==> src/rtl/ofq_pkg.sv <==
// ----------------------------------------------------------------------------
// ofq_pkg
// Shared types, constants and helpers of the offset u16 quantize/dequantize
// pipeline.
// ----------------------------------------------------------------------------
package ofq_pkg;

	localparam int QUO_W          = 26;
	localparam int BITS_PER_STAGE = 2;
	localparam int DIV_STAGES     = QUO_W / BITS_PER_STAGE;

	localparam logic [31:0] SCALE_RESET = 32'h3F80_0000;
	localparam logic [15:0] CODE_OFFSET = 16'h8000;
	localparam logic [15:0] CODE_MAX    = 16'hFFFF;
	localparam logic [31:0] F32_QNAN    = 32'h0040_0000;
	localparam logic [31:0] F32_DEF_NAN = 32'hFFC0_0000;

	typedef enum logic [1:0] {
		FN_Q32 = 2'd0,
		FN_D32 = 2'd1,
		FN_Q16 = 2'd2,
		FN_D16 = 2'd3
	} func_t;

	// quotient class, decided up front
	typedef enum logic [1:0] {
		QC_DIV  = 2'd0,
		QC_ZERO = 2'd1,
		QC_MAX  = 2'd2
	} qcls_t;

	typedef struct packed {
		func_t              func;
		qcls_t              qcls;
		logic signed [9:0]  qexp;
		logic [24:0]        rem;
		logic [23:0]        dvs;
		logic [25:0]        quo;
		logic [31:0]        dq;
	} pipe_t;

	typedef struct packed {
		pipe_t       p;
		logic [39:0] prod;
		logic [7:0]  ses;
		logic        ssign;
		logic        dq_sp;
	} front_t;

	function automatic logic [4:0] msb24(input logic [23:0] x);
		logic [4:0] r;
		r = '0;
		for (int i = 0; i < 24; i++) begin
			if (x[i]) r = 5'(i);
		end
		return r;
	endfunction

	function automatic logic [5:0] msb40(input logic [39:0] x);
		logic [5:0] r;
		r = '0;
		for (int i = 0; i < 40; i++) begin
			if (x[i]) r = 6'(i);
		end
		return r;
	endfunction

endpackage

==> src/rtl/ofq_div_stage.sv <==
// ----------------------------------------------------------------------------
// ofq_div_stage
// One stage of the restoring mantissa divider, retiring BITS_PER_STAGE (two) quotient bits.
// ----------------------------------------------------------------------------
module ofq_div_stage import ofq_pkg::*; (
	input  logic  clk,
	input  logic  arst_n,
	input  logic  en,
	input  logic  v_in,
	input  pipe_t d_in,
	output logic  v_q,
	output pipe_t d_q
);

	logic [24:0] r;
	logic [25:0] q;
	pipe_t       d;

	always_comb begin
		r = d_in.rem;
		q = d_in.quo;
		for (int i = 0; i < BITS_PER_STAGE; i++) begin
			if (r >= {1'b0, d_in.dvs}) begin
				r = r - {1'b0, d_in.dvs};
				q = {q[24:0], 1'b1};
			end else begin
				q = {q[24:0], 1'b0};
			end
			// remainder stays below the divisor, so the shift cannot overflow
			r = {r[23:0], 1'b0};
		end
		d     = d_in;
		d.rem = r;
		d.quo = q;
	end

	always_ff @(posedge clk or negedge arst_n) begin
		if (!arst_n) begin
			v_q <= 1'b0;
		end else if (en) begin
			v_q <= v_in;
		end
	end

	always_ff @(posedge clk) begin
		if (en) begin
			d_q <= d;
		end
	end

endmodule

==> config.mk <==
export PLATFORM = sky130hd
export DESIGN_NAME = ofq_div_stage
export DESIGN_NICKNAME = d
export VERILOG_FILES = /design/src/rtl/ofq_pkg.sv /design/src/rtl/ofq_div_stage.sv
export SDC_FILE = /design/constraint.sdc
export NUM_CORES = 1
export LEC_CHECK = 0
export ABC_AREA = 1
export BUFFER_PORTS_ARGS = -buffer_cell sky130_fd_sc_hd__buf_2
export CAP_MARGIN = 5
export CORE_UTILIZATION = 56
export DETAILED_ROUTE_END_ITERATION = 6
export MAX_ROUTING_LAYER = met4
export PLACE_DENSITY = 0.86
export SLEW_MARGIN = 20
export SYNTH_ARGS = -nofsm -noshare
export SYNTH_HDL_FRONTEND = slang
export SYNTH_SLANG_ARGS = --single-unit
==> constraint.sdc <==
create_clock -name clk -period 1.1 [get_ports clk]
set_input_delay 0.22 -clock clk [delete_from_list [all_inputs] [get_ports clk]]
set_output_delay 0.22 -clock clk [all_outputs]
set_load 0.02 [all_outputs]
==> out/qor.yml, run 1 <==
logic_synthesis:
  syn-num-nets: 1087
  synth_cells: 912
  yosysSeqAreaShare: 0.468
  synth_commonest_cells: "325 x nand2_1, 129 x inv_1, 120 x edfxtp_1"
  synth.ff_latch_count: 121
  synth_top_area_frac: 0.465
  syn_area_mm2: 0.00775
  ys.flop_type: "edfxtp_1"
  synth.area.top_cells: "edfxtp_1 47%, nand2_1 16%, ha_1 7.8%"
  syn-mean-instance-area_um2: 8.50
  ys.warnings.count: 0
  async_flop_share: 0.00826
  yosysTopAreaCell: "edfxtp_1"
  yosysMostFrequentCell: "nand2_1"
  ys_types: 41
  synth_enable_flop_cells: 120
outcome:
  error_message: "[ERROR DPL-0038] Utilization greater than 100%, impossible to legalize"
  outcome: "did not finish"
  failed_stage: "clock tree synthesis"
clock_network:
  cts_sinks: 121
  clockBufferDepth: 2
  cts_hold_buf: 78
  cts_made_buffers: 17
  postCtsSetupRepairBufs: 45
  h-tree-depth: 4
  cts_root_buf: "clkbuf_16"
  ctsResizeCount: 358
floorplan:
  io_pins: 247
  initial_core_util: 0.581
  dieWidth_um: 120
  die_h_um: 120
  rows: 42
placement:
  io_buffers: 243
  dp.cells: 1535
  gp_congestion: 1.03
  hpwl_um: 24000
[per-stage QoR]
stage / area (µm²) / TNS (ps) / setup WS (ps) / util
2_1_floorplan: 8190 / -52330 / -2100 / -
3_3_place_gp: 11200 / -66980 / -2660 / 0.837
3_5_place_dp: 11200 / -72300 / -2940 / 0.837
[cell families after synthesis]
| kind of cell | count (synthesis) | share of synthesized area |
|---|---|---|
| AO/OA/AOI/OAI | 62 | 0.0454 |
| multiplexers | 1 | 0.00145 |
| flip-flops | 121 | 0.468 |
| adder cells (fa/ha/maj) | 50 | 0.0827 |
| buffers and inverters | 145 | 0.0780 |
| AND/OR/NAND/NOR | 510 | 0.299 |
| other | 1 | 0.000484 |
| XOR/XNOR | 22 | 0.0249 |
==> run 2: changes to the inputs <==
Settings changed: CORE_UTILIZATION 56 to 40, MAX_ROUTING_LAYER met4 to not set, PLACE_DENSITY 0.86 to not set, PLACE_DENSITY_LB_ADDON set to 0.15.
==> out/qor.yml, run 2 <==
clock_network:
  clk_pin_slew_worst_paths_ps: 60
  cts_root_buf: "clkbuf_16"
  clkLatencyLatePin_ps: 420
  tritoncts: "built"
  cts_made_buffers: 17
  cts_sinks: 121
  h-tree-depth: 4
  clockBufferDepth: 2
placement:
  hpwl_um: 20200
  io_buffers: 243
  dp_slack_ps: -2620
  gp_congestion: 0.939
  placed_area_mm2: 0.0112
global_route:
  grt_first_pass_wirelength_um: 43700
  grt-ovfl-total: 0
  grt_max_degree: 36
  grt_use_total: 0.286
  grt_pass1_vias: 8589
  antenna_found_initial: 0
timing:
  rsz0062_at_grt: "yes"
  finalSetupViolCount: 147
  hold_violations: 0
  min_period_ps: 3300
  fmax_mhz: 303
  fin_ws_ps: -2200
  hold_ws_ps: 3.68
  skew_ps: 0
  post-route-period-util: 3.00
  finalMaxSlewViolations: 0
  setup_tns_ps: -63460
logic_synthesis:
  synth_enable_flop_cells: 120
  ys.flop_type: "edfxtp_1"
  synth_top_area_frac: 0.465
  syn_area_mm2: 0.00775
  syn-mean-instance-area_um2: 8.50
  yosysTopAreaCell: "edfxtp_1"
  ys_types: 41
  synth_commonest_cells: "325 x nand2_1, 129 x inv_1, 120 x edfxtp_1"
  synth.area.top_cells: "edfxtp_1 47%, nand2_1 16%, ha_1 7.8%"
  synth_cells: 912
  yosysMostFrequentCell: "nand2_1"
  yosysSeqAreaShare: 0.468
  synth.ff_latch_count: 121
  syn-num-nets: 1087
  ys.warnings.count: 0
  async_flop_share: 0.00826
drt:
  drt-initial-drc-count: 571
  wl_per_cell_um: 18.2
  via_per_inst: 4.99
  wl_um: 32300
  remaining_drc_errors: 0
  ant_nets: 0
  dr.pass1.iters: 5
  vias: 8856
power_and_ir_drop:
  leakage_uw: 0.00692
  vdd_drop_max_v: 0.000781
  power_uw: 22200
  powerDensity_mw_per_mm2: 1520
final_layout:
  drive_gt1_frac: 0.530
  fillerInstances: 1189
  top_register: "d_q"
  stdcell_area_mm2: 0.0146
  largest_reg_flops: 120
  area_delta_synth_final_pct: 88.7
  top_regs: "d_q x120, v_q x1"
  antenna_cells: 0
  layout_common_cells: "235 x nand2_1, 233 x buf_4, 147 x buf_2, 120 x edfxtp_1, 101 x buf_6"
  final_common_cell: "nand2_1"
  nets: 1678
critical_path:
  path_class: "input pin to register"
  endpoint_kind: "register"
  cp_max_fo: 8
  cp.arrival_ps: 3600
  startpoint_type: "input pin"
  cp.required_ps: 1400
outcome:
  failed_checks: "negative setup slack"
  outcome: "finished with violations"
min_path:
  holdCritPathClass: "input pin to register"
floorplan:
  initial_core_util: 0.411
  dieWidth_um: 141
  rows: 50
  die_h_um: 141
  fp.coreArea_mm2: 0.0188
  io_pins: 247
  die_area_mm2: 0.0199
job:
  max-cap-violations: 0
## run 2: cell counts after synthesis
Identical to the previous run, type by type.
## run 2: kinds of logic (layout without fill, tap and decap cells)
kind of cell | count (synthesis) | in the layout | share of synthesized area
other cells | 1 | 1 | 0.000484
buf+inv | 145 | 746 | 0.0780
fa+ha+maj | 50 | 50 | 0.0827
flops | 121 | 121 | 0.468
simple gates | 510 | 513 | 0.299
compound gates | 62 | 62 | 0.0454
xor+xnor | 22 | 22 | 0.0249
mux | 1 | 1 | 0.00145
## run 2: through the flow
step,utilization,instances
after floorplan,-,912
after global placement,0.595,1607
after detailed placement,0.595,1607
after CTS,0.721,1755
after global routing,0.777,1776
final,0.777,1776
## run 2: where the power goes
group	leakage (µW)	internal (µW)	switching [µW]
Sequential	0.00119	5830	257
Clock	0.000281	3390	2300
Combinational	0.00545	4950	5490
Total	0.00692	14200	8050
## run 2: worst paths after layout
check / slack [ps] / from / end / depth (start not counted)
setup / recovery: -2200 / d_in[74] / d_q[104] / 24
hold / removal: 4 / d_in[115] / d_q[115] / 1
hold reg to reg: 530 / v_q / v_q / 1
max in group asynchronous: 920 / arst_n / v_q / 2
min in group asynchronous: 100 / arst_n / v_q / 2
setup reg to reg: 350 / v_q / v_q / 1
## run 2: repair_timing
action	in CTS	in global routing
hold endpoints to repair	84	1
pin swaps	45	35
hold buffers	84	1
gates cloned	4	5
buffers inserted	28	15
endpoints found under the setup margin	147	147
resized for setup	177	244
## run 2: worst max-delay path, cell delays in order
cell        delay [ps]
buf_8               80
clkinvlp_4         130
ha_4               300
nand2_4             90
nand2_4             70
a21oi_4            130
nand2_2             90
a21oi_4            170
nand3_4            230
buf_6              230
buf_6              120
nand3_2             60
nand2_2             80
ha_4               300
nand2_4             60
buf_4              150
nor2_1             150
nand2_1             80
inv_1              100
o21ai_0            130
nand3_1            200
xor2_1             280
nand2_4             70
nand2_2             60
## run 2: layout make-up
type	instances	area [µm²]	share of cell area
clock inverters	14	160	0.0110
well taps	260	325	0.0222
repair buffers	578	4720	0.323
flip-flops and latches	121	3630	0.248
clock buffers	18	429	0.0293
multi-input cells	649	4810	0.329
repair inverters	2	15.0	0.00103
inverters	134	542	0.0370
## run 2: routing by layer
layer | track usage | routed length (µm)
met4 | 0.122 | 1290
met1 | 0.343 | 12600
met3 | 0.0438 | 1960
met2 | 0.508 | 16400
met5 | 0 | 0
No activity file was read; power rests on OpenSTA's default activity.
