<file path="config.mk">
export PLATFORM = sky130hd
export DESIGN_NAME = ofq_out_stage
export DESIGN_NICKNAME = d
export VERILOG_FILES = /design/src/rtl/ofq_pkg.sv /design/src/rtl/ofq_out_stage.sv
export SDC_FILE = /design/constraint.sdc
export NUM_CORES = 1
export LEC_CHECK = 0
export BUFFER_PORTS_ARGS = -buffer_cell sky130_fd_sc_hd__buf_2
export CORE_ASPECT_RATIO = 2
export CORE_MARGIN = 1.5
export CORE_UTILIZATION = 45
export CTS_BUF_LIST = sky130_fd_sc_hd__clkbuf_16
export DETAILED_ROUTE_END_ITERATION = 12
export PLACE_DENSITY_LB_ADDON = 0.25
export SLEW_MARGIN = 20
export SYNTH_ARGS = -nofsm -noshare
export SYNTH_HDL_FRONTEND = slang
export SYNTH_SLANG_ARGS = --single-unit
</file>
<file path="constraint.sdc">
create_clock -name clk -period 1.02 [get_ports clk]
set_clock_uncertainty 0.05 [all_clocks]
set_input_delay 0.204 -clock clk [delete_from_list [all_inputs] [get_ports clk]]
set_output_delay 0.204 -clock clk [all_outputs]
set_load 0.005 [all_outputs]
</file>
<file path="src/rtl/ofq_pkg.sv">
// ----------------------------------------------------------------------------
// ofq_pkg
// Shared types, constants and helpers of the offset u16 quantize/dequantize
// pipeline.
// ----------------------------------------------------------------------------
package ofq_pkg;

	localparam int QUO_W          = 26;
	localparam int BITS_PER_STAGE = 2;
	localparam int DIV_STAGES     = QUO_W / BITS_PER_STAGE;

	localparam logic [31:0] SCALE_RESET = 32'h3F80_0000;
	localparam logic [15:0] CODE_OFFSET = 16'h8000;
	localparam logic [15:0] CODE_MAX    = 16'hFFFF;
	localparam logic [31:0] F32_QNAN    = 32'h0040_0000;
	localparam logic [31:0] F32_DEF_NAN = 32'hFFC0_0000;

	typedef enum logic [1:0] {
		FN_Q32 = 2'd0,
		FN_D32 = 2'd1,
		FN_Q16 = 2'd2,
		FN_D16 = 2'd3
	} func_t;

	// quotient class, decided up front
	typedef enum logic [1:0] {
		QC_DIV  = 2'd0,
		QC_ZERO = 2'd1,
		QC_MAX  = 2'd2
	} qcls_t;

	typedef struct packed {
		func_t              func;
		qcls_t              qcls;
		logic signed [9:0]  qexp;
		logic [24:0]        rem;
		logic [23:0]        dvs;
		logic [25:0]        quo;
		logic [31:0]        dq;
	} pipe_t;

	typedef struct packed {
		pipe_t       p;
		logic [39:0] prod;
		logic [7:0]  ses;
		logic        ssign;
		logic        dq_sp;
	} front_t;

	function automatic logic [4:0] msb24(input logic [23:0] x);
		logic [4:0] r;
		r = '0;
		for (int i = 0; i < 24; i++) begin
			if (x[i]) r = 5'(i);
		end
		return r;
	endfunction

	function automatic logic [5:0] msb40(input logic [39:0] x);
		logic [5:0] r;
		r = '0;
		for (int i = 0; i < 40; i++) begin
			if (x[i]) r = 6'(i);
		end
		return r;
	endfunction

endpackage

</file>
<file path="src/rtl/ofq_out_stage.sv">
// ----------------------------------------------------------------------------
// ofq_out_stage
// Integer rounding and clamping of the quotient, single to half conversion,
// result select and the output register.
// ----------------------------------------------------------------------------
module ofq_out_stage import ofq_pkg::*; (
	input  logic        clk,
	input  logic        arst_n,
	input  logic        en,
	input  logic        v_in,
	input  pipe_t       d_in,
	output logic        v_s17,
	output logic [31:0] res_s17
);

	function automatic logic [15:0] f32_to_f16(input logic [31:0] b);
		logic              sg;
		logic [7:0]        e;
		logic [23:0]       m;
		logic signed [9:0] ee;
		logic [4:0]        sh;
		logic [15:0]       h;
		logic [23:0]       rm, tie;
		sg = b[31];
		e  = b[30:23];
		m  = {1'b0, b[22:0]};
		ee = $signed({2'b00, e}) - 10'sd112;
		sh = 5'd0;
		h  = '0;
		rm = '0;
		tie = '0;
		if (e == 8'hFF) begin
			return (m != 24'd0) ? {sg, 5'h1F, 1'b1, m[21:13]} : {sg, 15'h7C00};
		end
		if (ee >= 10'sd31) begin
			return {sg, 15'h7C00};
		end
		if (ee <= 10'sd0) begin
			if (ee < -10'sd10) begin
				return {sg, 15'd0};
			end
			m   = m | 24'h80_0000;
			sh  = 5'(10'sd14 - ee);
			h   = 16'(m >> sh);
			rm  = m & ((24'd1 << sh) - 24'd1);
			tie = 24'd1 << (sh - 5'd1);
		end else begin
			h   = {1'b0, ee[4:0], m[22:13]};
			rm  = {11'd0, m[12:0]};
			tie = 24'h00_1000;
		end
		if (rm > tie || (rm == tie && h[0])) begin
			h = h + 16'd1;
		end
		return {sg, h[14:0]};
	endfunction

	logic [4:0]  sh;
	logic [23:0] ival, hval;
	logic [16:0] sum;
	logic [15:0] qint;
	logic [31:0] res;

	always_comb begin
		sh   = 5'(10'sd23 - d_in.qexp);
		ival = d_in.quo[23:0] >> sh;
		hval = d_in.quo[23:0] >> (sh - 5'd1);
		sum  = {1'b0, ival[15:0]} + {16'd0, hval[0]};
		case (d_in.qcls)
			QC_MAX:  qint = CODE_MAX;
			QC_ZERO: qint = '0;
			QC_DIV: begin
				if (d_in.qexp >= 10'sd16) begin
					qint = CODE_MAX;
				end else if (d_in.qexp < -10'sd1) begin
					qint = '0;
				end else begin
					qint = sum[16] ? CODE_MAX : sum[15:0];
				end
			end
			default: qint = '0;
		endcase

		case (d_in.func)
			FN_D32:  res = d_in.dq;
			FN_D16:  res = {16'd0, f32_to_f16(d_in.dq)};
			default: res = {16'd0, qint ^ CODE_OFFSET};
		endcase
	end

	always_ff @(posedge clk or negedge arst_n) begin
		if (!arst_n) begin
			v_s17 <= 1'b0;
		end else if (en) begin
			v_s17 <= v_in;
		end
	end

	always_ff @(posedge clk) begin
		if (en) begin
			res_s17 <= res;
		end
	end

endmodule

</file>
==> results.yml <==
status:
  outcome: "finished with violations"
  failed_checks: "setup timing"
synthesis:
  post-synth-top-area-cell: "sky130_fd_sc_hd__mux4_2"
  synth-compound-area-share: 0.225
  multiplexer_area_fraction_after_synthesis: 0.224
  synth_top_family_by_area: "simple AND/OR/NAND/NOR gates"
  synth_simple_gate_area_share: 0.242
  share_of_synthesized_area_occupied_by_flip_flops_and_latches: 0.135
  number_of_flops_mapped_to_enable_cells_by_yosys: 32
  post_synth_main_area_contributors: "sky130_fd_sc_hd__mux4_2 13%, sky130_fd_sc_hd__edfxtp_1 13%, sky130_fd_sc_hd__ha_1 6.7%"
  synth_top_cell_area_share: 0.133
  synthesis.yosys.warnings: 0
  ys_async_sr_fraction: 0.0303
  syn_area_sq_mm: 0.00728
  synth_area_per_cell_sq_um: 8.23
  ys_seq_elements: 33
  synth-adder-area-share: 0.0671
  syn-num-nets: 1048
  ys_dominant_reg_cell: "sky130_fd_sc_hd__edfxtp_1"
  synth_cells: 884
  synth.lib_cells_used.distinct: 81
  xor_xnor_cell_area_share_of_the_yosys_netlist: 0.0528
floorplanning:
  floorplan.die_area_sq_mm: 0.0170
  rows: 65
  core_region_area_sq_mm: 0.0158
  floorplan.die.height_microns: 183
  chipWidth_microns: 92.9
  io_pins: 158
  initial_utilization: 0.461
place:
  placer_congestion: 1.05
  numPortBuffers: 106
  dpl.hpwl_mm: 30.8
  post_placement_worst_setup_slack_ns: -3.91
  place_inst: 1453
setup_path:
  rr_worst_depth: 2
  crit_path_end_kind: "flop"
  critPathMaxStageDelay_ns: 0.49
  critical_path.cell_chain: "buf_8, ha_4, buf_4, and3_1, xnor2_1, xnor2_2, nand2b_1, or3_1, ha_1, nand4_1, or2_4, nand3b_1, buf_4, o221a_4, a211oi_4, nand3_2, or4b_1, a41o_1"
  critPathLaunchType: "primary input"
  cp_slowest_cell: "sky130_fd_sc_hd__or4b_1"
  crit_fanout: 5
  arrival_time_worst_endpoint_ns: 4.65
  worstPathRequired_ns: 1.02
  setup.worst_path.class: "in2reg"
  most_frequent_cell_on_the_critical_path: "sky130_fd_sc_hd__buf_4"
timing:
  fin_ws_ns: -3.63
  slew_margin_rel: 0.548
  final_min_period_over_clock_period: 4.56
  worst_margin_pin_slew_ns: 0.674
  maxClockFrequency_ghz: 0.215
  hold_vio_cnt_final: 0
  period_minus_slack_ns: 4.65
  setup-tns-final_ns: -54.36
  slew_viol_final: 0
  setup-violations-final: 48
  unrepaired_setup_endpoints_after_global_routing: "true"
cells_and_area:
  layout.cells.non_filler: 1495
  drive_gt1_frac: 0.495
  areaGrowthSynthToFinish_pct: 56.8
  post_layout_net_count: 1455
  filler_cell_count: 1239
routing:
  average_wire_length_per_cell_after_detail_routing_microns: 26.8
  dr_total_vias: 9830
  drt-pass1-iter-count: 6
  via_per_instance_ratio: 6.58
  wl_mm: 40.1
  drc_errors: 0
  detail_route.iter0.violations: 1037
  final_antenna_net_count: 0
global_route:
  grt_max_degree: 36
  grt_antenna_before_repair: 2
  grtUsageTotal: 0.482
  first_global_vias: 10232
  grt_pass1_wl_mm: 59.8
  grt-ovfl-total: 0
pwr:
  total_power_mw: 9.68
  p_per_area_mw_per_mm2: 848
  cellLeakagePower_nw: 5.01
  ir_worst_vdd_uv: 596
cts:
  clock_latency_ns: 0.29
  worst_setup_hold_path_clk_slew_ns: 0.06
  cts_made_buffers: 5
  clockBufferDepth: 2
  cts_num_sinks: 33
  htree_num_levels: 2
  clock_tree_from_tritoncts: "built"
  clock_tree.root_cell: "sky130_fd_sc_hd__clkbuf_16"
hold_path:
  min_delay_path_depth: 2
  min_path_type: "in2reg"
job:
  drv_cap: 0
synth_stat cells, drive strengths merged, types with 4 or more instances:
| library cell | number |
|---|---|
| clkbuf | 37 |
| a211o | 5 |
| buf | 28 |
| nand2b | 10 |
| a211oi | 10 |
| ha | 39 |
| nand2 | 105 |
| and2 | 32 |
| mux2i | 35 |
| o211ai | 11 |
| nor2 | 66 |
| o221ai | 5 |
| nand3 | 31 |
| mux2 | 23 |
| and3 | 22 |
| xnor2 | 23 |
| o32ai | 5 |
| o21ai | 49 |
| a31oi | 11 |
| nor4 | 10 |
| a221oi | 8 |
| a21oi | 47 |
| a21o | 12 |
| xor2 | 17 |
| mux4 | 45 |
| inv | 17 |
| o31a | 5 |
| nor2b | 10 |
| a22o | 4 |
| o21a | 11 |
| o31ai | 7 |
| o22ai | 6 |
| nor3 | 20 |
| a22oi | 6 |
| or2 | 5 |
| nand4 | 12 |
| nand4b | 4 |
| or3 | 7 |
| edfxtp | 32 |
| a32oi | 4 |
metrics by stage:
step	hold WS, ns	instance area [sq um]	utilization
after floorplan	-0.142	7610	-
after global placement	-0.0718	10400	0.660
after detailed placement	-0.0650	10400	0.660
after CTS	0.116	11100	0.703
after global routing	0.110	11400	0.723
final	0.110	11400	0.723
cell usage in the layout, fill, tap and decap left out, types with 19 or more instances in the layout:
master,Yosys,final
sky130_fd_sc_hd__buf_4,8,335
sky130_fd_sc_hd__buf_2,11,103
sky130_fd_sc_hd__nand2_1,105,95
sky130_fd_sc_hd__nor2_1,66,58
sky130_fd_sc_hd__o21ai_0,48,45
sky130_fd_sc_hd__mux4_2,43,43
sky130_fd_sc_hd__a21oi_1,46,36
sky130_fd_sc_hd__mux2i_1,35,34
sky130_fd_sc_hd__edfxtp_1,32,32
sky130_fd_sc_hd__and2_1,32,31
sky130_fd_sc_hd__ha_1,39,29
sky130_fd_sc_hd__nand3_1,30,26
sky130_fd_sc_hd__mux2_2,23,22
sky130_fd_sc_hd__and3_1,22,20
sky130_fd_sc_hd__nor3_1,20,19
worst max-delay path: cells and delay by family:
| family | cells | cell delay (ns) |
|---|---|---|
| and+or+nand+nor | 8 | 2.05 |
| xor gates and xnor gates | 2 | 0.57 |
| adders and majority gates | 2 | 0.48 |
| AOI/OAI and AO/OA | 3 | 0.93 |
| buffers and inverters | 3 | 0.42 |
state kept, by name, summed over array words and instances, names as in the netlist:
name and count:
v_s17 1, res_s17 32
report_power, final:
part / leakage (nW) / switching, mW / internal [mW]
registers: 0.320 / 0.0425 / 1.63
clock network: 0.0827 / 0.604 / 1.14
logic: 4.60 / 3.29 / 2.97
total: 5.01 / 3.94 / 5.73
worst paths after layout:
check	from	endpoint	slack (ns)
setup / recovery	d_in[24]	res_s17[14]	-3.63
hold / removal	v_in	v_s17	0.11
setup reg to reg	v_s17	v_s17	0.09
hold reg to reg	v_s17	v_s17	0.57
max in group asynchronous	arst_n	v_s17	0.64
min in group asynchronous	arst_n	v_s17	0.19
cell families after synthesis:
family          after synthesis
compound gates              235
flops                        33
simple gates                350
mux                         103
xor+xnor                     40
fa+ha+maj                    39
buf+inv                      84
layout make-up:
class	instances	area, sq um	share of cell area
multi-input cells	767	6500	0.569
clock inverters	3	37.5	0.00329
inverters	19	73.8	0.00647
flip-flops and latches	33	986	0.0864
diodes	2	5.00	0.000439
repair buffers	465	3440	0.301
well taps	201	251	0.0220
clock buffers	5	125	0.0110
metal layers:
| layer | up-vias | track usage | wire (microns) |
|---|---|---|---|
| li1 | 4222 | - | - |
| met1 | 4561 | 0.385 | 10900 |
| met2 | 681 | 0.838 | 20400 |
| met3 | 366 | 0.146 | 2950 |
| met4 | 0 | 0.546 | 5870 |
| met5 | - | 0.0247 | 0 |
repair_timing:
action                                  in CTS  in global routing
resized for setup                           78                 48
endpoints found under the hold margin        1                  0
endpoints found under the setup margin      58                 52
setup buffers                               23                 10
pin swaps                                   28                 27
hold buffers                                 1                  0
gates cloned                                 1                  0
No activity file was read; power rests on OpenSTA's default activity.
