`src/rtl/ofq_pkg.sv`:
```
// ----------------------------------------------------------------------------
// ofq_pkg
// Shared types, constants and helpers of the offset u16 quantize/dequantize
// pipeline.
// ----------------------------------------------------------------------------
package ofq_pkg;

	localparam int QUO_W          = 26;
	localparam int BITS_PER_STAGE = 2;
	localparam int DIV_STAGES     = QUO_W / BITS_PER_STAGE;

	localparam logic [31:0] SCALE_RESET = 32'h3F80_0000;
	localparam logic [15:0] CODE_OFFSET = 16'h8000;
	localparam logic [15:0] CODE_MAX    = 16'hFFFF;
	localparam logic [31:0] F32_QNAN    = 32'h0040_0000;
	localparam logic [31:0] F32_DEF_NAN = 32'hFFC0_0000;

	typedef enum logic [1:0] {
		FN_Q32 = 2'd0,
		FN_D32 = 2'd1,
		FN_Q16 = 2'd2,
		FN_D16 = 2'd3
	} func_t;

	// quotient class, decided up front
	typedef enum logic [1:0] {
		QC_DIV  = 2'd0,
		QC_ZERO = 2'd1,
		QC_MAX  = 2'd2
	} qcls_t;

	typedef struct packed {
		func_t              func;
		qcls_t              qcls;
		logic signed [9:0]  qexp;
		logic [24:0]        rem;
		logic [23:0]        dvs;
		logic [25:0]        quo;
		logic [31:0]        dq;
	} pipe_t;

	typedef struct packed {
		pipe_t       p;
		logic [39:0] prod;
		logic [7:0]  ses;
		logic        ssign;
		logic        dq_sp;
	} front_t;

	function automatic logic [4:0] msb24(input logic [23:0] x);
		logic [4:0] r;
		r = '0;
		for (int i = 0; i < 24; i++) begin
			if (x[i]) r = 5'(i);
		end
		return r;
	endfunction

	function automatic logic [5:0] msb40(input logic [39:0] x);
		logic [5:0] r;
		r = '0;
		for (int i = 0; i < 40; i++) begin
			if (x[i]) r = 6'(i);
		end
		return r;
	endfunction

endpackage

```
`src/rtl/ofq_front.sv`:
```
// ----------------------------------------------------------------------------
// ofq_front
// Unpacks and normalizes the operand and the scale, classifies the quotient
// and forms the dequantize product.
// ----------------------------------------------------------------------------
module ofq_front import ofq_pkg::*; (
	input  logic        clk,
	input  logic        arst_n,
	input  logic        en,
	input  logic        v_in,
	input  logic [1:0]  func,
	input  logic [31:0] value_bits,
	input  logic [31:0] scale_bits,
	output logic        v_s1,
	output front_t      d_s1
);

	logic              xs, xspec, xzero, xnan, xinf;
	logic signed [9:0] xexp_raw, xexp;
	logic [23:0]       xman_raw, xman;
	logic [4:0]        xlz, slz;
	logic              ss, sspec, szero, snan, sinf;
	logic [7:0]        se;
	logic [22:0]       sf;
	logic signed [9:0] sexp_raw, sexp;
	logic [23:0]       sman_raw, sman;
	logic [15:0]       uval;
	front_t            d;

	always_comb begin
		if (func[1] == 1'b0) begin
			xs       = value_bits[31];
			xspec    = value_bits[30:23] == 8'hFF;
			xzero    = value_bits[30:0] == 31'd0;
			xnan     = xspec && (value_bits[22:0] != 23'd0);
			xexp_raw = (value_bits[30:23] == 8'd0) ? -10'sd126
				: $signed({2'b00, value_bits[30:23]}) - 10'sd127;
			xman_raw = {value_bits[30:23] != 8'd0, value_bits[22:0]};
		end else begin
			xs       = value_bits[15];
			xspec    = value_bits[14:10] == 5'h1F;
			xzero    = value_bits[14:0] == 15'd0;
			xnan     = xspec && (value_bits[9:0] != 10'd0);
			xexp_raw = (value_bits[14:10] == 5'd0) ? -10'sd14
				: $signed({5'b00000, value_bits[14:10]}) - 10'sd15;
			xman_raw = {value_bits[14:10] != 5'd0, value_bits[9:0], 13'd0};
		end
		xinf = xspec && !xnan;
		xlz  = 5'd23 - msb24(xman_raw);
		xman = xman_raw << xlz;
		xexp = xexp_raw - $signed({5'b00000, xlz});

		ss       = scale_bits[31];
		se       = scale_bits[30:23];
		sf       = scale_bits[22:0];
		sspec    = se == 8'hFF;
		szero    = scale_bits[30:0] == 31'd0;
		snan     = sspec && (sf != 23'd0);
		sinf     = sspec && !snan;
		sexp_raw = (se == 8'd0) ? -10'sd126 : $signed({2'b00, se}) - 10'sd127;
		sman_raw = {se != 8'd0, sf};
		slz      = 5'd23 - msb24(sman_raw);
		sman     = sman_raw << slz;
		sexp     = sexp_raw - $signed({5'b00000, slz});

		d        = '0;
		d.p.func = func_t'(func);
		d.p.qexp = xexp - sexp;
		d.p.rem  = {1'b0, xman};
		d.p.dvs  = sman;
		d.p.quo  = '0;

		// negative, zero, nan and tiny quotients all end at the bottom code
		if (xnan || snan || xzero) begin
			d.p.qcls = QC_ZERO;
		end else if (xinf) begin
			d.p.qcls = (!sinf && !(xs ^ ss)) ? QC_MAX : QC_ZERO;
		end else if (szero) begin
			d.p.qcls = (xs ^ ss) ? QC_ZERO : QC_MAX;
		end else if (sinf || (xs ^ ss)) begin
			d.p.qcls = QC_ZERO;
		end else begin
			d.p.qcls = QC_DIV;
		end

		uval    = value_bits[15:0] ^ CODE_OFFSET;
		d.prod  = 40'(uval) * 40'(sman_raw);
		d.ses   = (se == 8'd0) ? 8'd1 : se;
		d.ssign = ss;
		d.dq_sp = 1'b1;
		if (snan) begin
			d.p.dq = scale_bits | F32_QNAN;
		end else if (sinf) begin
			d.p.dq = (uval == 16'd0) ? F32_DEF_NAN : {ss, 8'hFF, 23'd0};
		end else if (szero || uval == 16'd0) begin
			d.p.dq = {ss, 31'd0};
		end else begin
			d.p.dq  = '0;
			d.dq_sp = 1'b0;
		end
	end

	always_ff @(posedge clk or negedge arst_n) begin
		if (!arst_n) begin
			v_s1 <= 1'b0;
		end else if (en) begin
			v_s1 <= v_in;
		end
	end

	always_ff @(posedge clk) begin
		if (en) begin
			d_s1 <= d;
		end
	end

endmodule

```
`config.mk`:
```
export PLATFORM = sky130hd
export DESIGN_NAME = ofq_front
export DESIGN_NICKNAME = d
export VERILOG_FILES = /design/src/rtl/ofq_pkg.sv /design/src/rtl/ofq_front.sv
export SDC_FILE = /design/constraint.sdc
export NUM_CORES = 1
export LEC_CHECK = 0
export BUFFER_PORTS_ARGS = -buffer_cell sky130_fd_sc_hd__buf_2
export CAP_MARGIN = 20
export CORE_UTILIZATION = 50
export CTS_CLUSTER_SIZE = 30
export DETAILED_ROUTE_END_ITERATION = 16
export PLACE_DENSITY = 0.7
export SYNTH_ARGS = -nofsm -noshare
export SYNTH_HDL_FRONTEND = slang
export SYNTH_SLANG_ARGS = --single-unit
```
`constraint.sdc`:
```
create_clock -name clk -period 0.8 [get_ports clk]
set_input_delay 0.08 -clock clk [delete_from_list [all_inputs] [get_ports clk]]
set_output_delay 0.08 -clock clk [all_outputs]
set_load 0.05 [all_outputs]
```
==> impl_summary.md <==
Setup path
The worst setup path is captured at a flop. STA classifies the critical path startpoint as an input port. The startpoint of the worst-slack reg-to-reg timing path is v_s1$_DFFE_PN0P_. The largest incremental delay on the critical path is roughly 0.55 ns.

The critical path goes through buf_12, buf_6, nand2_4, fa_1, inv_2, fa_1, inv_2, fa_1, inv_2, fa_1, inv_2, fa_1, inv_2, fa_2, ha_4, o211ai_1, a21oi_1, o21ai_2, o311ai_4, o211ai_1, buf_4, a21oi_4, mux2i_1, o221ai_1. The critical path is of the input port to flop type. STA puts the critical path data required time at between 1 and 1.5 ns. The arrival time at the worst endpoint is between 5 and 6 ns. The worst-path cell with the longest stage delay is sky130_fd_sc_hd__fa_1. For flop-to-flop paths, the worst setup slack is ~0.04 ns. The worst-path maximum fanout is 6. The number of cells traversed by the worst register-to-register path is 1. In this run the critical register-to-register path is captured at v_s1$_DFFE_PN0P_.

Clocking
The H-tree was split into 4 levels. The number of buffers inserted during clock tree synthesis is 17. The clock tree from TritonCTS is yes.

The clock-pin slew on the worst setup and hold paths is 0.07 ns. The clock network latency to the later pin of the worst-skew pair is 0.49 ns. The total number of clock tree sinks is about 150.

Clock tree synthesis selected as its root buffer the cell sky130_fd_sc_hd__clkbuf_16. Counting along the longest clock path gives a buffer depth of 2.

Route
For this run, the detailed router's first-pass iteration total came to 5. The routed layout has around 19,000 vias. The routed design has just under 70,000 um of wire. The number of vias per cell is about 5.5.

In this run, the number of DRC markers left after iteration 0 of detailed routing was approximately 1,300. The count of nets left with antenna violations once routing finished came out at 0. After detailed routing, the number of remaining DRC violations is 0. The detailed-route wire length per cell is 20.06 um.

Placed design
Buffers placed on the I/O ports in this run total approximately 210. The number of placed instances, taps included, is between 3,000 and 4,000. The routability-driven placement congestion ratio is roughly 0.97. The post-DP HPWL is roughly 54,000 um. At the placement stage, the worst setup path has a slack of -5.525 ns.

Timing
The max-slew violation count is 0. Across all hold checks on the routed design, the worst slack comes to 0.03319 ns. The transition time at the pin with the least slew margin is between 0.7 and 0.8 ns. Adding up every negative setup slack in the final design gives -324.48 ns.

The hold violation count in the final report was 0. Subtracting the final worst setup slack from the clock period gives 5.460 ns. The final worst slack is -4.660 ns. The number of setup violations in the final report is roughly 280. The remaining max-slew budget at the tightest pin is 47.05%.

Setup repair after global routing could not meet its margin everywhere. The highest attainable clock frequency is between 150 and 200 MHz. The final critical path takes up 682.5% of the cycle. The worst clock skew on the final layout is 0 ns.

GRT
The global-route wire length before repair is 108,600 um. The number of global-route vias before repair is around 20,000. After global routing the overflow that remains totals 0. Global routing used between 30% and 40% of the available tracks. The maximum number of pins on one net before global-route repair is 31.

The number of antenna violations at the first check in global routing was 5.

Status
The flow ran to the end, but the final reports show violations. The final reports fail on setup timing.

Power
The analysis attributes to cell leakage a power of between 10 and 15 nW. Power spread over the standard cell area amounts to 4953 nW/um^2. The total power consumption of the routed design is between 100 and 150 mW. IR analysis of the VDD net gives a maximum drop of between 0.008 and 0.009 V.

Run
The number of maximum-capacitance constraint violations is 0.

Floorplan
In this run the horizontal extent of the chip is ~210 um. The core region area is ~42,000 sq um. The number of top-level pins is roughly 240. The number of cell rows is 75. Measured along the y axis, the die boundary spans 208.1 um. The full die area is between 40,000 and 50,000 sq um. The starting density of the core is 50.64%.

Yosys
Sequential elements use between 20 and 25% of the synthesized area. The cell area that synthesis handed to floorplanning was approximately 21,000 sq um. The number of flops mapped to enable cells by yosys is approximately 140. The number of synthesized register bits is 145. The cell count after synthesis came out at approximately 2,300.

The netlist uses 90 different library cells. During synthesis, Yosys emitted a total of 0 warnings. In the synthesized netlist the dominant register cell turns out to be sky130_fd_sc_hd__edfxtp_1. The proportion of register bits with asynchronous set or reset after synthesis is less than 1%. Averaged over all synthesized cells, the footprint is 9.296 sq um.

Finish
The area growth from synthesis to layout is 38.68%. Excluding fillers, the count of instances in the completed layout stands at between 3,000 and 4,000. The fraction of final layout cells with drive strength greater than 1 is a little under two fifths. The number of nets in the final layout is 3,417.

Hold path
The capture endpoint of the worst hold path is v_s1$_DFFE_PN0P_. The worst hold path belongs to the class input port to flop. The worst hold path cell count is 2. The worst min-delay path startpoint is en.
## report_power, final
group | switching (mW) | internal (mW)
clock network | 3.90 | 4.72
registers | 0.421 | 13.2
logic | 63.5 | 60.2
## per-layer routing
metal | vias to the layer above | wire length (um) | global-route usage, %
met4 | 0 | 3124 | 14.81
met1 | 9486 | 27890 | 42.14
met2 | 731 | 34110 | 54.47
li1 | 8527 | - | -
met5 | - | 0 | 0
met3 | 169 | 4090 | 5.449
## state kept, by name, summed over array words and instances (netlist names)
register and cells:
d_s1 144, v_s1 1
## worst max path at each step
stage / startpoint / endpoint / slack [ns] / cells after the start
finish: value_bits[1] / d_s1[48]$_DFFE_PP_ / -4.66 / 24
global route: value_bits[6] / d_s1[48]$_DFFE_PP_ / -4.86 / 24
CTS: value_bits[3] / d_s1[48]$_DFFE_PP_ / -4.59 / 26
detailed placement: value_bits[1] / d_s1[48]$_DFFE_PP_ / -5.53 / 21
global placement: value_bits[1] / d_s1[48]$_DFFE_PP_ / -5.43 / 21
floorplan: value_bits[1] / d_s1[31]$_DFFE_PP_ / -4.88 / 23
## cell families (layout without fill, tap and decap cells)
kind of cell / Yosys count / count (layout) / share of synthesized area, %
buffers and inverters: 526 / 1122 / 10.00
DFF: 145 / 145 / 20.48
adders and majority gates: 453 / 453 / 37.85
AOI/OAI and AO/OA: 283 / 283 / 8.960
and+or+nand+nor: 731 / 731 / 16.01
muxes: 87 / 87 / 4.247
xor gates and xnor gates: 59 / 59 / 2.433
other: 1 / 32 / 0.01766
## critical path: cells and delay by family
kind / cells / cell delay [ns]
multiplexers: 1 / 0.20
AND/OR/NAND/NOR: 1 / 0.04
adder cells (fa/ha/maj): 7 / 3.39
buffers and inverters: 8 / 0.62
AO/OA/AOI/OAI: 7 / 1.37
## layout by cell type (no fill, tap or decap), types with 46 or more instances in the layout
cell                         n
sky130_fd_sc_hd__fa_1      303
sky130_fd_sc_hd__nor2_1    118
sky130_fd_sc_hd__nand2_1   305
sky130_fd_sc_hd__edfxtp_1  144
sky130_fd_sc_hd__mux2i_1    56
sky130_fd_sc_hd__buf_6      82
sky130_fd_sc_hd__inv_1     309
sky130_fd_sc_hd__buf_4     415
sky130_fd_sc_hd__ha_1      103
sky130_fd_sc_hd__and2_1    103
sky130_fd_sc_hd__buf_2     175
sky130_fd_sc_hd__a21oi_1    52
sky130_fd_sc_hd__inv_2      46
## metrics by stage
stage | area, sq um | utilization, %
floorplan | 22850 | -
global placement | 26460 | 63.07
detailed placement | 26460 | 63.07
CTS | 28740 | 68.51
global route | 29460 | 70.22
finish | 29460 | 70.22
## area by class of cell
class | count | area (sq um)
Fill cell | 3143 | 12490
Inverter | 360 | 1373
Multi-Input combinational cell | 1640 | 16510
Clock inverter | 15 | 183.9
Antenna cell | 5 | 12.51
Sequential cell | 145 | 4350
Timing Repair Buffer | 730 | 5926
Clock buffer | 17 | 425.4
Tap cell | 539 | 674.4
## timing repair
item,4_1_cts,5_1_grt
buffers inserted,36,24
resized for setup,293,149
gates cloned,4,1
hold endpoints to repair,12,0
hold buffers,13,0
setup endpoints to repair,276,276
pin swaps,121,86
## cell usage after synthesis, drive strengths merged (26+ instances only)
cell type	number	share of area (%)
ha	137	8.1
buf	55	1.7
and2	125	3.7
o21ai	57	1.3
xnor2	41	1.7
clkbuf	111	2.0
nor3	28	0.66
mux2i	71	3.3
fa	316	30
nand3	26	0.61
a21oi	82	2.0
nand2	335	5.9
inv	359	6.3
edfxtp	144	20
nor2	134	2.4
No activity file was read; power rests on OpenSTA's default activity.
