[config.mk]
export PLATFORM = sky130hd
export DESIGN_NAME = ofq_quo_round
export DESIGN_NICKNAME = d
export VERILOG_FILES = /design/src/rtl/ofq_pkg.sv /design/src/rtl/ofq_quo_round.sv
export SDC_FILE = /design/constraint.sdc
export NUM_CORES = 1
export LEC_CHECK = 0
export ABC_AREA = 1
export BUFFER_PORTS_ARGS = -buffer_cell sky130_fd_sc_hd__buf_4
export CAP_MARGIN = 20
export CORE_ASPECT_RATIO = 0.8
export CORE_MARGIN = 1.5
export CORE_UTILIZATION = 40
export DETAILED_ROUTE_END_ITERATION = 7
export GPL_TIMING_DRIVEN = 0
export PLACE_DENSITY = 0.77
export SLEW_MARGIN = 40
export SYNTH_ARGS = -nofsm -noshare
export SYNTH_HDL_FRONTEND = slang
export SYNTH_SLANG_ARGS = --single-unit
[constraint.sdc]
create_clock -name clk -period 1.5 [get_ports clk]
set_clock_uncertainty 0.05 [all_clocks]
set_input_delay 0.075 -clock clk [delete_from_list [all_inputs] [get_ports clk]]
set_output_delay 0.075 -clock clk [all_outputs]
set_load 0.03 [all_outputs]
[src/rtl/ofq_pkg.sv]
// ----------------------------------------------------------------------------
// ofq_pkg
// Shared types, constants and helpers of the offset u16 quantize/dequantize
// pipeline.
// ----------------------------------------------------------------------------
package ofq_pkg;

	localparam int QUO_W          = 26;
	localparam int BITS_PER_STAGE = 2;
	localparam int DIV_STAGES     = QUO_W / BITS_PER_STAGE;

	localparam logic [31:0] SCALE_RESET = 32'h3F80_0000;
	localparam logic [15:0] CODE_OFFSET = 16'h8000;
	localparam logic [15:0] CODE_MAX    = 16'hFFFF;
	localparam logic [31:0] F32_QNAN    = 32'h0040_0000;
	localparam logic [31:0] F32_DEF_NAN = 32'hFFC0_0000;

	typedef enum logic [1:0] {
		FN_Q32 = 2'd0,
		FN_D32 = 2'd1,
		FN_Q16 = 2'd2,
		FN_D16 = 2'd3
	} func_t;

	// quotient class, decided up front
	typedef enum logic [1:0] {
		QC_DIV  = 2'd0,
		QC_ZERO = 2'd1,
		QC_MAX  = 2'd2
	} qcls_t;

	typedef struct packed {
		func_t              func;
		qcls_t              qcls;
		logic signed [9:0]  qexp;
		logic [24:0]        rem;
		logic [23:0]        dvs;
		logic [25:0]        quo;
		logic [31:0]        dq;
	} pipe_t;

	typedef struct packed {
		pipe_t       p;
		logic [39:0] prod;
		logic [7:0]  ses;
		logic        ssign;
		logic        dq_sp;
	} front_t;

	function automatic logic [4:0] msb24(input logic [23:0] x);
		logic [4:0] r;
		r = '0;
		for (int i = 0; i < 24; i++) begin
			if (x[i]) r = 5'(i);
		end
		return r;
	endfunction

	function automatic logic [5:0] msb40(input logic [39:0] x);
		logic [5:0] r;
		r = '0;
		for (int i = 0; i < 40; i++) begin
			if (x[i]) r = 6'(i);
		end
		return r;
	endfunction

endpackage

[src/rtl/ofq_quo_round.sv]
// ----------------------------------------------------------------------------
// ofq_quo_round
// Rounds the raw quotient to a 24-bit single-precision significand.
// ----------------------------------------------------------------------------
module ofq_quo_round import ofq_pkg::*; (
	input  logic  clk,
	input  logic  arst_n,
	input  logic  en,
	input  logic  v_in,
	input  pipe_t d_in,
	output logic  v_s16,
	output pipe_t d_s16
);

	logic [23:0]       m24;
	logic              g, st;
	logic signed [9:0] e;
	logic [24:0]       mr;
	pipe_t             d;

	always_comb begin
		if (d_in.quo[25]) begin
			m24 = d_in.quo[25:2];
			g   = d_in.quo[1];
			st  = d_in.quo[0] | (d_in.rem != 25'd0);
			e   = d_in.qexp;
		end else begin
			m24 = d_in.quo[24:1];
			g   = d_in.quo[0];
			st  = d_in.rem != 25'd0;
			e   = d_in.qexp - 10'sd1;
		end
		mr = {1'b0, m24} + {24'd0, g & (st | m24[0])};
		d  = d_in;
		// significand goes back in the low quotient bits
		if (mr[24]) begin
			d.quo  = {2'b00, 24'h80_0000};
			d.qexp = e + 10'sd1;
		end else begin
			d.quo  = {2'b00, mr[23:0]};
			d.qexp = e;
		end
	end

	always_ff @(posedge clk or negedge arst_n) begin
		if (!arst_n) begin
			v_s16 <= 1'b0;
		end else if (en) begin
			v_s16 <= v_in;
		end
	end

	always_ff @(posedge clk) begin
		if (en) begin
			d_s16 <= d;
		end
	end

endmodule

==> results of run 1 <==
## cell type report
class	instances	area, um^2	share of cell area, %
buffer	8	116	1.26
clock buffer	17	425	4.62
clock inverter	12	184	2.00
inverter	54	213	2.31
multi-input combinational	279	1560	16.9
sequential	120	3600	39.1
tap	175	219	2.38
timing repair buffer	349	2900	31.4
## worst max path at each step
stage	start	end
6_report	d_in[57]	d_s16[107]
5_1_grt	d_in[57]	d_s16[107]
4_1_cts	d_in[57]	d_s16[110]
3_5_place_dp	d_in[57]	d_s16[110]
3_3_place_gp	d_in[57]	d_s16[110]
2_1_floorplan	d_in[57]	d_s16[107]
## registers in the layout, summed over array words and instances, names as in the netlist
signal,flops
d_s16,119
v_s16,1
## Yosys cell counts (all sizes together)
cell and instances:
nand3b 2, xor2 14, inv 54, dfrtp 1, edfxtp 119, conb 1
o21ai 20, nor3 9, nor4 3, a21oi 7, nand3 16, ha 3
buf 9, nand4 7, nand2 134, mux2 1, nor2 56, xnor2 5
## where the power goes
part	total (W)	leakage (nW)	internal [W]	switching, W
sequential	0.00412	1.18	0.00401	0.000103
clock	0.00428	0.298	0.00289	0.00139
combinational	0.00207	2.61	0.000859	0.00121
total	0.0105	4.09	0.00776	0.00270
## worst max-delay path: stages
cell	delay [ns]
buf_12	0.12
buf_12	0.13
o21ai_4	0.17
nand2_4	0.08
inv_4	0.06
ha_4	0.14
nand3_4	0.07
nor2_4	0.13
nand3_4	0.13
nor2_4	0.16
nand2_4	0.13
buf_8	0.16
xor2_1	0.13
## repair_timing
item | in CTS | in global routing
setup endpoints to repair | 25 | 26
cloned | 1 | 0
hold endpoints to repair | 87 | 0
pin swaps | 15 | 11
setup buffers | 12 | 4
gates resized for setup | 19 | 31
hold buffers | 88 | 0
## per-stage QoR
step           TNS [ns]  hold WS [ns]  instances  instance area (um^2)  setup WS [ns]
3_5_place_dp     -17.68        -0.197        880                  7400         -0.774
3_3_place_gp     -27.89        -0.199        880                  7390         -0.672
4_1_cts           -1.01        0.0463       1009                  9060        -0.0982
5_1_grt           -2.89        0.0252       1014                  9210         -0.177
6_report          -1.39        0.0258       1014                  9210         -0.121
2_1_floorplan     -8.71        -0.271        462                  5350         -0.420
## routing by layer
layer | up-vias | track usage (%) | share of wire [%]
li1 | 2274 | - | -
met4 | 0 | 8.97 | 2.4
met2 | 225 | 48.5 | 52
met1 | 2389 | 31.7 | 39
met5 | - | 0 | 0
met3 | 30 | 7.46 | 6.1
## layout by cell type (no fill, tap or decap), drive strengths merged, types with 9 or more instances in the layout
| cell type | n |
|---|---|
| nand2 | 134 |
| o21ai | 20 |
| nor3 | 9 |
| clkbuf | 17 |
| inv | 54 |
| xor2 | 14 |
| nand3 | 16 |
| edfxtp | 119 |
| nor2 | 56 |
| dlygate4sd3 | 88 |
| buf | 269 |
## logic make-up after synthesis
group                      share of synthesized area (%)
DFF                                                 68.2
buffers and inverters                               5.67
other                                             0.0711
xor gates and xnor gates                            3.16
muxes                                              0.214
and+or+nand+nor                                     19.4
adders and majority gates                          0.712
AOI/OAI and AO/OA                                   2.56
==> results.yml, run 1 <==
worst_setup_path:
  crit-reg2reg-launch: "v_s16"
  worst_r2r_endpoint: "v_s16"
  rr_worst_depth: 1
  worstPathArrival_ns: 1.71
  required_ns: 1.59
  worstSetupStartpointType: "primary input"
  cp_max_fo: 8
  r2r_slack_ns: 0.69
  crit_path_end_kind: "flop"
  worstSetupPathType: "primary input to flop"
routing:
  post_drt_wl_per_cell_um: 18.7
  drc: 0
  ant_nets: 0
  vias: 4918
  wirelength_um: 19000
  drt-pass1-iter-count: 4
  drt_iter0_drc: 372
  vias_per_cell: 4.85
floorplanning:
  fp.coreArea_um2: 12900
  row_count: 37
  dieArea_um2: 13900
  start_util_pct: 41.0
  dieWidth_um: 131
  num_io_pins: 247
  die_h_um: 106
placement:
  dpl.hpwl_um: 11300
  place_congestion: 0.928
  io_buffers: 243
clock_network:
  path_clk_slew_ns: 0.06
  htreeDepth: 4
  clock_latency_ns: 0.40
  cts_buffer_depth: 2
  cts_buffers: 17
  cts_tree: "built"
  cts_root_buffer: "clkbuf_16"
  cts_sinks: 120
run:
  drv_cap: 0
yosys:
  ys_seq_area_share_pct: 68.2
  yosysTopAreaCellShare_pct: 67.8
  synth_cells: 461
  yosysWarnings: 0
  yosys-top-cells-area: "edfxtp_1 (68%), nand2_1 (8.8%), inv_1 (3.7%)"
  synth_area_um2: 5270
  synth_cell_types: 32
  synth-seq-cells: 120
  yosysTopAreaCell: "edfxtp_1"
  synth_area_per_cell_um2: 11.4
status:
  violations: "negative setup slack"
  status: "finished with violations"
global_routing:
  antenna_found_initial: 0
  grt_pass1_vias: 4914
  grt_max_degree: 121
  grt_pass1_wl_um: 28400
  grt-ovfl-total: 0
  track_usage_pct: 27.1
sta:
  drv_slew: 0
  rsz0062_at_grt: "yes"
  setup_viol_count_final: 23
  finalHoldViolCount: 0
  finalCritPeriodShare_pct: 108
  fin_crit_ns: 1.62
  fmax_mhz: 617
  fin_ws_ns: -0.121
finish:
  nFillCells: 858
  nets: 957
  area_delta_synth_final_pct: 74.6
  layout-drive-gt1-share_pct: 42.7
  antenna_cells: 0
  final_core_util_pct: 71.5
min_path:
  min-delay-start: "en"
  holdCritPathClass: "primary input to flop"
  min_to: "d_s16[29]"
  min_delay_path_depth: 1
pwr:
  p_leak_nw: 4.09
  worst_ir_drop_vdd_uv: 674
  total_power_w: 0.0105
  powerDensity_nw_per_um2: 1140
Power figures use the tool's default switching activity.
==> run 2, diff against run 1 <==
- PLACE_DENSITY: 0.77 -> 0.8
- clock period: 1.5 -> 1.4 ns (I/O delays scaled with it)
==> run 2 against run 1 <==
The flow still finishes with violations (negative setup slack). Setup slack worse by 0.074 ns. Clock power up 7.0%. Global-route usage up 0.75 points. Critical path type unchanged. Critical endpoint is now d_s16[114]. Largest cell class unchanged. Largest power group unchanged.
==> results.yml, run 2 (same netlist as run 1, synthesis figures left out) <==
global_routing:
  grt_util_met1_pct: 33.3
  gr-max-usage-layer: "met2"
  grt_max_degree: 121
  grt-ovfl-total: 0
  antenna_found_initial: 0
  track_usage_pct: 27.8
  grt_use_met3_pct: 7.41
  gr-usage-met2_pct: 47.8
  grt_pass1_vias: 5013
  grt_pass1_wl_um: 29000
worst_setup_path:
  crit_end: "d_s16[114]"
  crit_family: "buffers and inverters"
  crit_path_end_kind: "flop"
  r2r_slack_ns: 0.57
  rr_worst_depth: 1
  crit_path_max_incr_delay_ns: 0.16
  required_ns: 1.52
  cp_max_fo: 5
  worstSetupPathType: "primary input to flop"
  worstPathArrival_ns: 1.71
  crit_top_cell: "nand2_2"
  crit_chain: "buf_12, buf_12, nand2_2, o21ai_4, nand2_2, inv_2, ha_4, nand3_4, nor2_4, buf_4, buf_6, buf_6, nand2_4, inv_2, buf_4, nand2_2, inv_1, nand2_1, nand2_1"
  slowest_stage: "ha_4"
  crit-reg2reg-launch: "v_s16"
  crit_start: "d_in[57]"
  worstSetupStartpointType: "primary input"
  worst_r2r_endpoint: "v_s16"
  path_buf_inv: 9
  cp.depth: 19
routing:
  drt-pass1-iter-count: 5
  vias: 5028
  drc: 0
  vias_per_cell: 4.90
  post_drt_wl_per_cell_um: 18.9
  wirelength_um: 19400
  drt_iter0_drc: 384
  ant_nets: 0
placement:
  io_buffers: 243
  post-place-cells: 880
  dpl.hpwl_um: 11900
  place_congestion: 0.900
  post-place-ws_ns: -0.830
  placed_area_um2: 7400
pwr:
  p_leak_nw: 4.24
  worst_ir_drop_vdd_uv: 766
  powerDensity_nw_per_um2: 1200
floorplanning:
  start_util_pct: 41.0
  row_count: 37
  dieWidth_um: 131
  num_io_pins: 247
  fp.coreArea_um2: 12900
  dieArea_um2: 13900
  die_h_um: 106
sta:
  fmax_mhz: 627
  tns_ns: -3.44
  fin_ws_ns: -0.195
  setup_viol_count_final: 28
  whs_ns: 0.0314
  fin_crit_ns: 1.59
  finalHoldViolCount: 0
  drv_slew: 0
  rsz0062_at_grt: "yes"
  finalCritPeriodShare_pct: 114
clock_network:
  cts_buffers: 17
  clock_latency_ns: 0.40
  cts_sinks: 120
  htreeDepth: 4
  path_clk_slew_ns: 0.06
  cts_tree: "built"
  cts_root_buffer: "clkbuf_16"
  cts_buffer_depth: 2
finish:
  final_common_cell: "buf_4"
  layout_common_cells: "buf_4 (261), edfxtp_1 (119), nand2_1 (104)"
  nets: 967
  post-route-cell-area_um2: 9400
  largest_register_ffs: 119
  antenna_cells: 0
  top_regs: "d_s16 x119, v_s16 x1"
  stdcell_count: 1027
  area_delta_synth_final_pct: 78.3
  layout-drive-gt1-share_pct: 45.5
  top_register: "d_s16"
min_path:
  min_delay_path_depth: 4
  holdCritPathClass: "primary input to flop"
status:
  status: "finished with violations"
  violations: "negative setup slack"
run:
  drv_cap: 0
==> run 2: how the worst min path moves through the flow <==
stage	from	endpoint	slack, ns
floorplan	arst_n	v_s16	-0.28
global placement	arst_n	v_s16	-0.20
detailed placement	arst_n	v_s16	-0.20
CTS	d_in[116]	d_s16[116]	0.03
global route	d_in[116]	d_s16[116]	0.06
finish	d_in[116]	d_s16[116]	0.03
==> run 2: what timing repair did <==
action                     4_1_cts  5_1_grt
buffers inserted                18        6
hold endpoints to repair        87       33
hold buffers                    88        1
pin swaps                       16       17
gates cloned                     1        0
gates resized for setup         44       39
setup endpoints to repair       28       31
==> run 2: area by class of cell <==
type | count | area (um^2)
flip-flops and latches | 120 | 3600
fillers | 832 | 3470
repair buffers | 358 | 2980
multi-input cells | 279 | 1660
clock buffers | 19 | 433
well taps | 175 | 219
inverters | 54 | 210
clock inverters | 13 | 178
plain buffers | 9 | 128
==> run 2: power by group <==
group	internal [W]	total, W	leakage [nW]	switching [W]
Combinational	0.000939	0.00226	2.77	0.00132
Clock	0.00297	0.00458	0.290	0.00161
Sequential	0.00430	0.00441	1.18	0.000111
Total	0.00820	0.0112	4.24	0.00304
==> run 2: through the flow <==
stage	util, %	total power, W
global route	73.1	0.0116
finish	73.1	0.0112
CTS	71.2	0.0111
detailed placement	57.5	0.00635
global placement	57.4	0.00631
floorplan	-	0.00542
==> run 2: routing by layer <==
metal	routed length, um	vias up
met1	7360	2381
met5	0	-
met3	1690	47
li1	-	2296
met4	653	0
met2	9740	304
==> run 3, diff against run 2 <==
- PLACE_DENSITY: 0.8 -> 0.77
- clock period: 1.4 -> 2 ns (I/O delays scaled with it)
==> run 3 against run 2 <==
The run now ends clean. Core utilization down 4.2 points. Sequential power fell by 30%. Critical path type unchanged. Final cell count shrank 2.4%. Cell area fell by 5.7%. Non-clock buffer count decreased by 25. Clock power decreased by 35%. Setup slack better by 0.35 ns. Highest routed layer unchanged. First-iteration DRC count up 20%.
==> results.yml, run 3 (same netlist as run 1, synthesis figures left out) <==
routing:
  wl_met3_um: 1230
  wl_met1_um: 7230
  ant_nets: 0
  post_drt_wl_per_cell_um: 18.1
  vias_per_cell: 4.73
  wirelength_um: 18100
  vias: 4736
  wl_met2_um: 9140
  drt-pass1-iter-count: 4
  drt_iter0_drc: 461
  top_layer: "met4"
  drc: 0
worst_setup_path:
  crit_chain: "buf_6, inv_6, buf_6, nand2_1, nand2_1, nand2_2, inv_2, ha_4, nand3_2, nor2_4, nand3_4, nor3_4, nand2_1, xnor2_1"
  cp_max_fo: 10
  worstSetupPathType: "primary input to flop"
  crit_top_cell: "nand2_1"
  crit_path_end_kind: "flop"
  required_ns: 2.10
  worstSetupStartpointType: "primary input"
  worstPathArrival_ns: 1.94
  crit_family: "simple AND/OR/NAND/NOR gates"
  slowest_stage: "nor3_4"
  path_buf_inv: 4
  crit_path_max_incr_delay_ns: 0.34
clock_network:
  path_clk_slew_ns: 0.06
  htreeDepth: 4
  cts_buffers: 17
  cts_buffer_depth: 2
  cts_tree: "built"
  clock_latency_ns: 0.40
  cts_sinks: 120
  cts_root_buffer: "clkbuf_16"
global_routing:
  track_usage_pct: 26.3
  grt_pass1_vias: 4915
  grt_max_degree: 121
  antenna_found_initial: 0
  grt-ovfl-total: 0
  grt_pass1_wl_um: 27400
sta:
  max_slew_margin_pct: 67.1
  fin_crit_ns: 1.84
  fmax_mhz: 543
  setup_viol_count_final: 0
  tightest_slew_ns: 0.490
  rsz0062_at_grt: "no"
  finalHoldViolCount: 0
  finalCritPeriodShare_pct: 92.1
  drv_slew: 0
placement:
  placed_area_um2: 7360
  dpl.hpwl_um: 11300
  place_congestion: 0.921
  io_buffers: 243
finish:
  top_register: "d_s16"
  top_regs: "d_s16 x119, v_s16 x1"
  final_core_util_pct: 68.9
  largest_register_ffs: 119
  layout-drive-gt1-share_pct: 38.5
  nets: 942
  layout_common_cells: "buf_4 (245), nand2_1 (122), edfxtp_1 (119)"
  nFillCells: 888
  area_delta_synth_final_pct: 68.1
  post-route-cell-area_um2: 8860
  final_common_cell: "buf_4"
  antenna_cells: 0
pwr:
  p_leak_nw: 3.94
  powerDensity_nw_per_um2: 854
  total_power_w: 0.00757
  worst_ir_drop_vdd_uv: 510
floorplanning:
  num_io_pins: 247
  row_count: 37
  die_h_um: 106
  dieArea_um2: 13900
  dieWidth_um: 131
  start_util_pct: 41.0
  fp.coreArea_um2: 12900
min_path:
  holdCritPathClass: "primary input to flop"
run:
  drv_cap: 0
status:
  status: "finished, final reports clean"
## run 3: cell count changes in the layout (fill, tap and decap cells not counted), sizes merged
cell and delta:
clkbuf -2, buf -24, clkinvlp +3, inv +1, dlygate4sd3 -1, bufinv -2
## run 3: timing repair
item,CTS,global route
endpoints found under the setup margin,0,3
setup buffers,0,1
gates resized for setup,0,1
hold buffers,88,0
endpoints found under the hold margin,87,0
## run 3: per-layer routing
layer  track usage [%]  up-vias
li1                  -     2243
met1              30.8     2244
met2              45.6      207
met3              7.65       42
met4              11.1        0
met5                 0        -
## run 3: power by group
| group | internal [W] | switching [W] | total, W |
|---|---|---|---|
| Sequential | 0.00301 | 0.0000795 | 0.00309 |
| Clock | 0.00184 | 0.00116 | 0.00299 |
| Combinational | 0.000617 | 0.000874 | 0.00149 |
## run 3: stage by stage
stage / worst slack, ns / TNS (ns) / hold WS, ns / cells
2_1_floorplan: 0.00628 / 0 / -0.246 / 462
3_3_place_gp: -0.228 / -3.63 / -0.174 / 880
3_5_place_dp: -0.323 / -5.16 / -0.169 / 880
4_1_cts: 0.109 / 0 / 0.0682 / 1000
5_1_grt: 0.0234 / 0 / 0.0320 / 1002
6_report: 0.158 / 0 / 0.0311 / 1002
## run 3: worst paths after layout
| check | depth (start not counted) | slack, ns | start | end |
|---|---|---|---|---|
| worst min register to register | 1 | 0.48 | v_s16 | v_s16 |
| worst max-delay path | 14 | 0.16 | d_in[57] | d_s16[110] |
| max in group asynchronous | 3 | 1.26 | arst_n | v_s16 |
| worst max register to register | 1 | 1.20 | v_s16 | v_s16 |
| worst min-delay path | 1 | 0.03 | en | d_s16[27] |
| min in group asynchronous | 3 | 0.53 | arst_n | v_s16 |
## run 3: area by class of cell
class,count,area (um^2),area share [%]
buffer,9,97.6,1.10
inverter,54,208,2.34
sequential,120,3600,40.6
clock buffer,17,425,4.80
clock inverter,15,154,1.74
timing repair buffer,333,2750,31.0
tap,175,219,2.47
multi-input combinational,279,1410,16.0
